## src/rtl/uas_pkg.sv

```systemverilog
// shared types and codes for the url authority splitter
package uas_pkg;

    typedef struct packed {
        logic [7:0] char_in;
        logic       is_final;
    } in_item_t;

    typedef struct packed {
        logic [7:0]  char_out;
        logic [2:0]  part;
        logic        done_res;
        logic [2:0]  status;
        logic        tls;
        logic [15:0] resolved_port;
        logic        uri_implied_slash;
    } out_item_t;

    localparam logic [2:0] PART_SCHEME  = 3'd0;
    localparam logic [2:0] PART_SEP     = 3'd1;
    localparam logic [2:0] PART_HOST    = 3'd2;
    localparam logic [2:0] PART_PORT    = 3'd3;
    localparam logic [2:0] PART_URI     = 3'd4;
    localparam logic [2:0] PART_DROPPED = 3'd5;

    localparam logic [2:0] STATUS_OK         = 3'd0;
    localparam logic [2:0] STATUS_BAD_SCHEME = 3'd1;
    localparam logic [2:0] STATUS_BAD_SEP    = 3'd2;
    localparam logic [2:0] STATUS_BAD_HOST   = 3'd3;
    localparam logic [2:0] STATUS_BAD_PORT   = 3'd4;

    localparam logic [7:0] CHAR_SLASH = 8'h2f;
    localparam logic [7:0] CHAR_QUERY = 8'h3f;
    localparam logic [7:0] CHAR_HASH  = 8'h23;
    localparam logic [7:0] CHAR_COLON = 8'h3a;
    localparam logic [7:0] CHAR_ZERO  = 8'h30;
    localparam logic [7:0] CHAR_NINE  = 8'h39;
    localparam logic [7:0] CHAR_S     = 8'h73;

    localparam logic [15:0] PORT_HTTP  = 16'd80;
    localparam logic [15:0] PORT_HTTPS = 16'd443;
    localparam logic [19:0] PORT_MAX   = 20'd65535;
    localparam logic [2:0]  SCHEME_MAX = 3'd5;
    localparam logic [2:0]  DIGIT_MAX  = 3'd5;

endpackage

```

## src/rtl/uas_step.sv

```systemverilog
// parser state and per-byte tagging logic
module uas_step
    import uas_pkg::*;
(
    input  logic      clk,
    input  logic      rst_n,
    input  logic      advance,
    input  in_item_t  item,
    output out_item_t res
);

    typedef enum logic [2:0] {
        ST_SCHEME,
        ST_SLASH1,
        ST_SLASH2,
        ST_HOST,
        ST_PORT,
        ST_URI,
        ST_ERROR
    } stage_t;

    stage_t      stage_reg,         stage_next;
    logic [2:0]  scheme_count_reg,  scheme_count_next;
    logic        prefix_ok_reg,     prefix_ok_next;
    logic        fifth_s_reg,       fifth_s_next;
    logic        host_seen_reg,     host_seen_next;
    logic [2:0]  digit_count_reg,   digit_count_next;
    logic        digits_bad_reg,    digits_bad_next;
    logic [19:0] port_accum_reg,    port_accum_next;
    logic [2:0]  error_code_reg,    error_code_next;
    logic        tls_reg,           tls_next;
    logic [15:0] port_reg,          port_next;

    logic [7:0]  c;
    logic        fin;
    logic        is_digit;
    logic        uri_start;
    logic [19:0] take_accum;
    logic [2:0]  take_count;
    logic        take_bad;
    logic        port_bad_now;
    logic        port_bad_take;
    logic        prefix_match;
    logic        tls_sel;
    logic [2:0]  part;
    logic [2:0]  fail;
    logic [2:0]  status;
    logic        implied;

    assign c         = item.char_in;
    assign fin       = item.is_final;
    assign is_digit  = (c >= CHAR_ZERO) && (c <= CHAR_NINE);
    assign uri_start = (c == CHAR_SLASH) || (c == CHAR_QUERY) || (c == CHAR_HASH);

    // multiply by ten as shift and add
    assign take_accum = {port_accum_reg[16:0], 3'b000} + {port_accum_reg[18:0], 1'b0}
                      + {16'd0, c[3:0] - CHAR_ZERO[3:0]};
    assign take_count = digit_count_reg + 3'd1;
    assign take_bad   = digits_bad_reg | ~is_digit;

    assign port_bad_now  = (digit_count_reg == 3'd0) || digits_bad_reg
                         || (port_accum_reg == 20'd0) || (port_accum_reg > PORT_MAX);
    assign port_bad_take = (take_count == 3'd0) || take_bad
                         || (is_digit ? ((take_accum == 20'd0) || (take_accum > PORT_MAX))
                                      : ((port_accum_reg == 20'd0)
                                         || (port_accum_reg > PORT_MAX)));

    always_comb
    begin
        case (scheme_count_reg[1:0])
            2'd0:    prefix_match = (c == 8'h68);
            2'd1:    prefix_match = (c == 8'h74);
            2'd2:    prefix_match = (c == 8'h74);
            2'd3:    prefix_match = (c == 8'h70);
            default: prefix_match = 1'b0;
        endcase
    end

    assign tls_sel = (scheme_count_reg == SCHEME_MAX) && fifth_s_reg;

    always_comb
    begin
        stage_next        = stage_reg;
        scheme_count_next = scheme_count_reg;
        prefix_ok_next    = prefix_ok_reg;
        fifth_s_next      = fifth_s_reg;
        host_seen_next    = host_seen_reg;
        digit_count_next  = digit_count_reg;
        digits_bad_next   = digits_bad_reg;
        port_accum_next   = port_accum_reg;
        error_code_next   = error_code_reg;
        tls_next          = tls_reg;
        port_next         = port_reg;
        part              = PART_DROPPED;
        implied           = 1'b0;
        fail              = STATUS_OK;
        status            = STATUS_OK;

        case (stage_reg)
            ST_SCHEME:
            begin
                if (c == CHAR_SLASH)
                begin
                    if (scheme_count_reg != 3'd0)
                        fail = STATUS_BAD_SCHEME;
                    else
                    begin
                        stage_next = ST_URI;
                        part       = PART_URI;
                    end
                end
                else if (c == CHAR_COLON)
                begin
                    if (scheme_count_reg >= 3'd4 && prefix_ok_reg)
                    begin
                        tls_next   = tls_sel;
                        port_next  = tls_sel ? PORT_HTTPS : PORT_HTTP;
                        stage_next = ST_SLASH1;
                        part       = PART_SEP;
                    end
                    else
                        fail = STATUS_BAD_SCHEME;
                end
                else if (fin || scheme_count_reg >= SCHEME_MAX)
                    fail = STATUS_BAD_SCHEME;
                else
                begin
                    if (scheme_count_reg < 3'd4)
                    begin
                        if (!prefix_match)
                            prefix_ok_next = 1'b0;
                    end
                    else
                        fifth_s_next = (c == CHAR_S);
                    scheme_count_next = scheme_count_reg + 3'd1;
                    part              = PART_SCHEME;
                end
            end
            ST_SLASH1, ST_SLASH2:
            begin
                if (c == CHAR_SLASH)
                begin
                    stage_next = (stage_reg == ST_SLASH1) ? ST_SLASH2 : ST_HOST;
                    part       = PART_SEP;
                end
                else
                    fail = STATUS_BAD_SEP;
            end
            ST_HOST:
            begin
                if (c == CHAR_COLON)
                begin
                    if (!host_seen_reg)
                        fail = STATUS_BAD_HOST;
                    else
                    begin
                        stage_next = ST_PORT;
                        part       = PART_SEP;
                    end
                end
                else if (uri_start)
                begin
                    if (!host_seen_reg)
                        fail = STATUS_BAD_HOST;
                    else
                    begin
                        stage_next = ST_URI;
                        part       = PART_URI;
                    end
                end
                else
                begin
                    host_seen_next = 1'b1;
                    part           = PART_HOST;
                    if (fin)
                    begin
                        implied    = 1'b1;
                        stage_next = ST_URI;
                    end
                end
            end
            ST_PORT:
            begin
                if (uri_start)
                begin
                    if (port_bad_now)
                        fail = STATUS_BAD_PORT;
                    else
                    begin
                        port_next  = port_accum_reg[15:0];
                        stage_next = ST_URI;
                        part       = PART_URI;
                    end
                end
                else if (fin)
                begin
                    if (port_bad_take)
                        fail = STATUS_BAD_PORT;
                    else
                    begin
                        port_next  = take_accum[15:0];
                        implied    = 1'b1;
                        stage_next = ST_URI;
                        part       = PART_PORT;
                    end
                end
                else if (digit_count_reg >= DIGIT_MAX)
                    fail = STATUS_BAD_PORT;
                else
                begin
                    if (is_digit)
                        port_accum_next = take_accum;
                    digits_bad_next  = take_bad;
                    digit_count_next = take_count;
                    part             = PART_PORT;
                end
            end
            ST_URI:
                part = PART_URI;
            default:
                part = PART_DROPPED;
        endcase

        if (fail != STATUS_OK)
        begin
            error_code_next = fail;
            stage_next      = ST_ERROR;
            part            = PART_DROPPED;
        end

        if (fin)
        begin
            status = error_code_next;
            if (status == STATUS_OK)
            begin
                if (stage_next == ST_SLASH1 || stage_next == ST_SLASH2)
                    status = STATUS_BAD_SEP;
                else if (stage_next == ST_HOST)
                    status = STATUS_BAD_HOST;
                else if (stage_next == ST_PORT)
                    status = STATUS_BAD_PORT;
            end
        end

        res.char_out          = c;
        res.part              = part;
        res.done_res          = fin;
        res.status            = status;
        res.tls               = fin && (status == STATUS_OK) && tls_next;
        res.resolved_port     = (fin && (status == STATUS_OK)) ? port_next : 16'd0;
        res.uri_implied_slash = fin && (status == STATUS_OK) && implied;

        // end of url: back to the start
        if (fin)
        begin
            stage_next        = ST_SCHEME;
            scheme_count_next = 3'd0;
            prefix_ok_next    = 1'b1;
            fifth_s_next      = 1'b0;
            host_seen_next    = 1'b0;
            digit_count_next  = 3'd0;
            digits_bad_next   = 1'b0;
            port_accum_next   = 20'd0;
            error_code_next   = STATUS_OK;
            tls_next          = 1'b0;
            port_next         = 16'd0;
        end
    end

    always_ff @(posedge clk or negedge rst_n)
    begin
        if (!rst_n)
        begin
            stage_reg        <= ST_SCHEME;
            scheme_count_reg <= 3'd0;
            prefix_ok_reg    <= 1'b1;
            fifth_s_reg      <= 1'b0;
            host_seen_reg    <= 1'b0;
            digit_count_reg  <= 3'd0;
            digits_bad_reg   <= 1'b0;
            port_accum_reg   <= 20'd0;
            error_code_reg   <= STATUS_OK;
            tls_reg          <= 1'b0;
            port_reg         <= 16'd0;
        end
        else if (advance)
        begin
            stage_reg        <= stage_next;
            scheme_count_reg <= scheme_count_next;
            prefix_ok_reg    <= prefix_ok_next;
            fifth_s_reg      <= fifth_s_next;
            host_seen_reg    <= host_seen_next;
            digit_count_reg  <= digit_count_next;
            digits_bad_reg   <= digits_bad_next;
            port_accum_reg   <= port_accum_next;
            error_code_reg   <= error_code_next;
            tls_reg          <= tls_next;
            port_reg         <= port_next;
        end
    end

endmodule

```

## src/rtl/url_authority_splitter_core.sv

```systemverilog
// top level: input register, parser step, result register
// path: an accepted byte goes from the input register through the parser step into the result register
// throughput: one byte per cycle while result_ready keeps up, set by the single parser step between the registers
// a waiting result holds the input register, so input stalls once both registers are full
// reset: asynchronous active low, clears both valid flags and returns the parser to the scheme
module url_authority_splitter_core
    import uas_pkg::*;
(
    input  logic      clk,
    input  logic      rst_n,
    input  logic      item_valid,
    output logic      item_ready,
    input  in_item_t  item,
    output logic      result_valid,
    input  logic      result_ready,
    output out_item_t result
);

    logic      hold_valid_reg;
    in_item_t  hold_item_reg;
    logic      result_valid_reg;
    out_item_t result_reg;
    out_item_t step_res;
    logic      advance;

    assign advance    = hold_valid_reg && (!result_valid_reg || result_ready);
    assign item_ready = !hold_valid_reg || advance;

    uas_step u_step
    (
        .clk     (clk),
        .rst_n   (rst_n),
        .advance (advance),
        .item    (hold_item_reg),
        .res     (step_res)
    );

    always_ff @(posedge clk or negedge rst_n)
    begin
        if (!rst_n)
        begin
            hold_valid_reg   <= 1'b0;
            result_valid_reg <= 1'b0;
        end
        else
        begin
            if (item_ready)
                hold_valid_reg <= item_valid;
            if (advance)
                result_valid_reg <= 1'b1;
            else if (result_ready)
                result_valid_reg <= 1'b0;
        end
    end

    always_ff @(posedge clk)
    begin
        if (item_ready && item_valid)
            hold_item_reg <= item;
        if (advance)
            result_reg <= step_res;
    end

    assign result_valid = result_valid_reg;
    assign result       = result_reg;

endmodule
```

## config.mk

```make
export PLATFORM = sky130hd
export DESIGN_NAME = url_authority_splitter_core
export DESIGN_NICKNAME = d
export VERILOG_FILES = /design/src/rtl/uas_pkg.sv /design/src/rtl/uas_step.sv /design/src/rtl/url_authority_splitter_core.sv
export SDC_FILE = /design/constraint.sdc
export NUM_CORES = 1
export LEC_CHECK = 0
export ABC_AREA = 1
export BUFFER_PORTS_ARGS = -buffer_cell sky130_fd_sc_hd__buf_2
export CORE_ASPECT_RATIO = 0.8
export CORE_MARGIN = 10
export CORE_UTILIZATION = 30
export DETAILED_ROUTE_END_ITERATION = 6
export GPL_TIMING_DRIVEN = 0
export SLEW_MARGIN = 20
export SYNTH_ARGS = -nofsm -noshare
export SYNTH_HDL_FRONTEND = slang
export SYNTH_SLANG_ARGS = --single-unit
```

## constraint.sdc

```tcl
create_clock -name clk -period 4.9 [get_ports clk]
set_clock_uncertainty 0.2 [all_clocks]
set_input_delay 0.245 -clock clk [delete_from_list [all_inputs] [get_ports clk]]
set_output_delay 0.245 -clock clk [all_outputs]
set_load 0.02 [all_outputs]
```

==> impl_metrics.toml <==
[sta]
relSlewSlack_pct = 53.2
worstMarginPinSlew_ps = 684
finalSetupTns_ps = 0
timing.fmax_ghz = 0.235
setup_viol = 0
finalCriticalPeriod_ps = 4250
timing.final.crit_share_pct = 86.8
hold_viol = 0
slew_viol_final = 0
hold_ws_ps = 262
grt_setup_unrepaired = "no"

[floorplan]
die_w_um = 186
die-area_um2 = 28300
pin_count = 48
core_um2 = 21600
die_h_um = 153
initial_core_util_pct = 30.5
num_rows = 48

[routing]
route.met3.wl_um = 1300
dr.max_layer_used = "met4"
drc = 0
via_count = 5864
wirelength_met1_um = 9740
ant_nets = 0
drt_first_iter_violations = 507
vias_per_cell = 4.89
avgRoutedWirePerCell_um = 14.9
drtPass1Iterations = 5
drt-total-wl_um = 17900
wl_met2_um = 6750

[clocking]
cts_setup_buffers = 0
cts_made_buffers = 9
clk_pin_slew_ps = 80
cts.path.max_buffers = 2
cts-root-buf = "clkbuf_16"
clock_sinks = 97
cts_hold_buf = 13
cts_tree = "yes"
htreeDepth = 3
clkLatencyLatePin_ps = 370
cts.repair.resized = 0

[critical_path]
rr_worst_depth = 26
crit_path_start_kind = "register"
critical_path.most_common_cell = "nand2_1"
worstSetupPathType = "reg -> reg"
crit_path_max_incr_delay_ps = 500
worstPathMaxFanout = 10
crit_family = "simple AND/OR/NAND/NOR gates"
r2r_end = "result[13]$_SDFFCE_PN0P_"
cp_slowest_cell = "fa_1"
end_kind = "register"
critPathLaunch = "u_step.port_accum_reg[0]$_DFFE_PN0P_"
reg2reg_slack_ps = 650
cp.depth = 26
crit_end = "result[13]$_SDFFCE_PN0P_"
crit-reg2reg-launch = "u_step.port_accum_reg[0]$_DFFE_PN0P_"
crit_arrival_ps = 4160
crit_required_ps = 4810
critPathBufInv = 4

[power_and_ir_drop]
power_density_nw_per_um2 = 598
p_leak_nw = 3.60
vdd_ir_drop_max_v = 0.000213

[run]
maxCapViolCount = 0

[yosys]
synth_seq_cells = 97
synth_ff_type = "dfrtp_1"
synthArstFlopShare_pct = 56.7
synth-edff-count = 42
yosysTopAreaCellShare_pct = 20.5
synth_cells = 848
syn-num-nets = 904
post_synth_num_cell_types = 44
ys_warn_count = 0
syn_avg_cell_area_um2 = 7.77
synth_seq_area_share_pct = 40.1
synth_area_um2 = 6590
yosys-top-cells-area = "dfrtp_1 21%, edfxtp_1 19%, nand2_1 11%, ha_1 7.8%, inv_1 7.5%"
synth_area_leader_cell = "dfrtp_1"

[cells_and_area]
area_growth_pct = 15.9
diodes = 0
largest_reg_flops = 33
layout_commonest_cell = "nand2_1"
final_net_count = 976
fillers = 2254
layout_common_cells = "194 x nand2_1, 131 x inv_1, 61 x o21ai_0"
drive_above_1_share_pct = 13.6

[global_route]
antenna_found_initial = 0
grt_pass1_wl_um = 29300
overflow = 0
grt_use_total_pct = 12.8
grt_start_max_net_pins = 56
grt_pass1_vias = 5420

[place]
gp_congestion = 0.920
dpl.hpwl_um = 13900
port_buffers = 47

[hold_path]
hp-class = "reg -> reg"

[run_status]
status = "finished, final reports clean"
-- Yosys cell counts (all sizes together) (3+ instances only) --
cell type	number
o22ai	32
dfrtp	54
nor3	13
o21bai	3
nand3	63
nand4	11
edfxtp	42
o211ai	9
nand2	208
a211oi	3
buf	5
and2	3
nor2	68
a22oi	7
o21ai	62
nand3b	3
clkbuf	15
nor4	4
inv	143
ha	41
a21oi	45
-- routing by layer --
layer	GRT usage [%]	up-vias
met5	0	-
met4	2.57	0
met3	2.84	10
met2	16.4	177
met1	20.8	2704
li1	-	2973
-- tightest hold or removal path, delay by kind of cell, from the launching register on --
kind / cells / cell delay (ps)
DFF: 1 / 370
and+or+nand+nor: 2 / 90
-- cell type report --
| type | instances | area [um2] | share of cell area, % |
|---|---|---|---|
| buffer | 20 | 103 | 1.34 |
| multi-input combinational | 586 | 3300 | 43.3 |
| clock inverter | 7 | 86.3 | 1.13 |
| inverter | 145 | 544 | 7.13 |
| sequential | 97 | 2640 | 34.6 |
| clock buffer | 9 | 225 | 2.95 |
| tap | 275 | 344 | 4.51 |
| timing repair buffer | 61 | 388 | 5.08 |
-- worst min-delay path by stage --
stage	slack, ps	startpoint	end	cells past startpoint
detailed placement	150	rst_n	u_step.error_code_reg[1]$_DFFE_PN0P_	1
global route	270	u_step.prefix_ok_reg$_DFFE_PN1P_	u_step.prefix_ok_reg$_DFFE_PN1P_	2
floorplan	-250	rst_n	hold_valid_reg$_DFFE_PN0N_	0
global placement	220	item[2]	hold_item_reg[2]$_DFFE_PP_	1
CTS	260	u_step.prefix_ok_reg$_DFFE_PN1P_	u_step.prefix_ok_reg$_DFFE_PN1P_	2
finish	260	u_step.prefix_ok_reg$_DFFE_PN1P_	u_step.prefix_ok_reg$_DFFE_PN1P_	2
-- through the flow --
stage,std cells,util (%),cell area (um2),worst slack (ps),power (W)
after floorplan,848,-,6590,1250,0.00313
after CTS,1200,35.4,7630,616,0.00456
final,1200,35.4,7630,645,0.00457
after detailed placement,1171,33.3,7190,642,0.00381
after global routing,1200,35.4,7630,214,0.00498
after global placement,1170,33.2,7160,641,0.00378
-- power by group --
| group | total [W] | internal [W] | switching, W | leakage (nW) |
|---|---|---|---|---|
| registers | 0.00129 | 0.00110 | 0.000196 | 1.15 |
| clock network | 0.000721 | 0.000365 | 0.000357 | 0.150 |
| logic | 0.00255 | 0.000822 | 0.00173 | 2.31 |
-- cells by family (layout without fill, tap and decap cells) --
kind of cell,after synthesis,in the layout,share of synthesized area [%]
XOR/XNOR,3,3,0.399
buffers and inverters,165,242,9.80
AND/OR/NAND/NOR,373,373,26.8
AO/OA/AOI/OAI,167,167,14.5
adder cells (fa/ha/maj),43,43,8.40
flip-flops,97,97,40.1
Note: power is estimated with default switching activity, not from simulation.
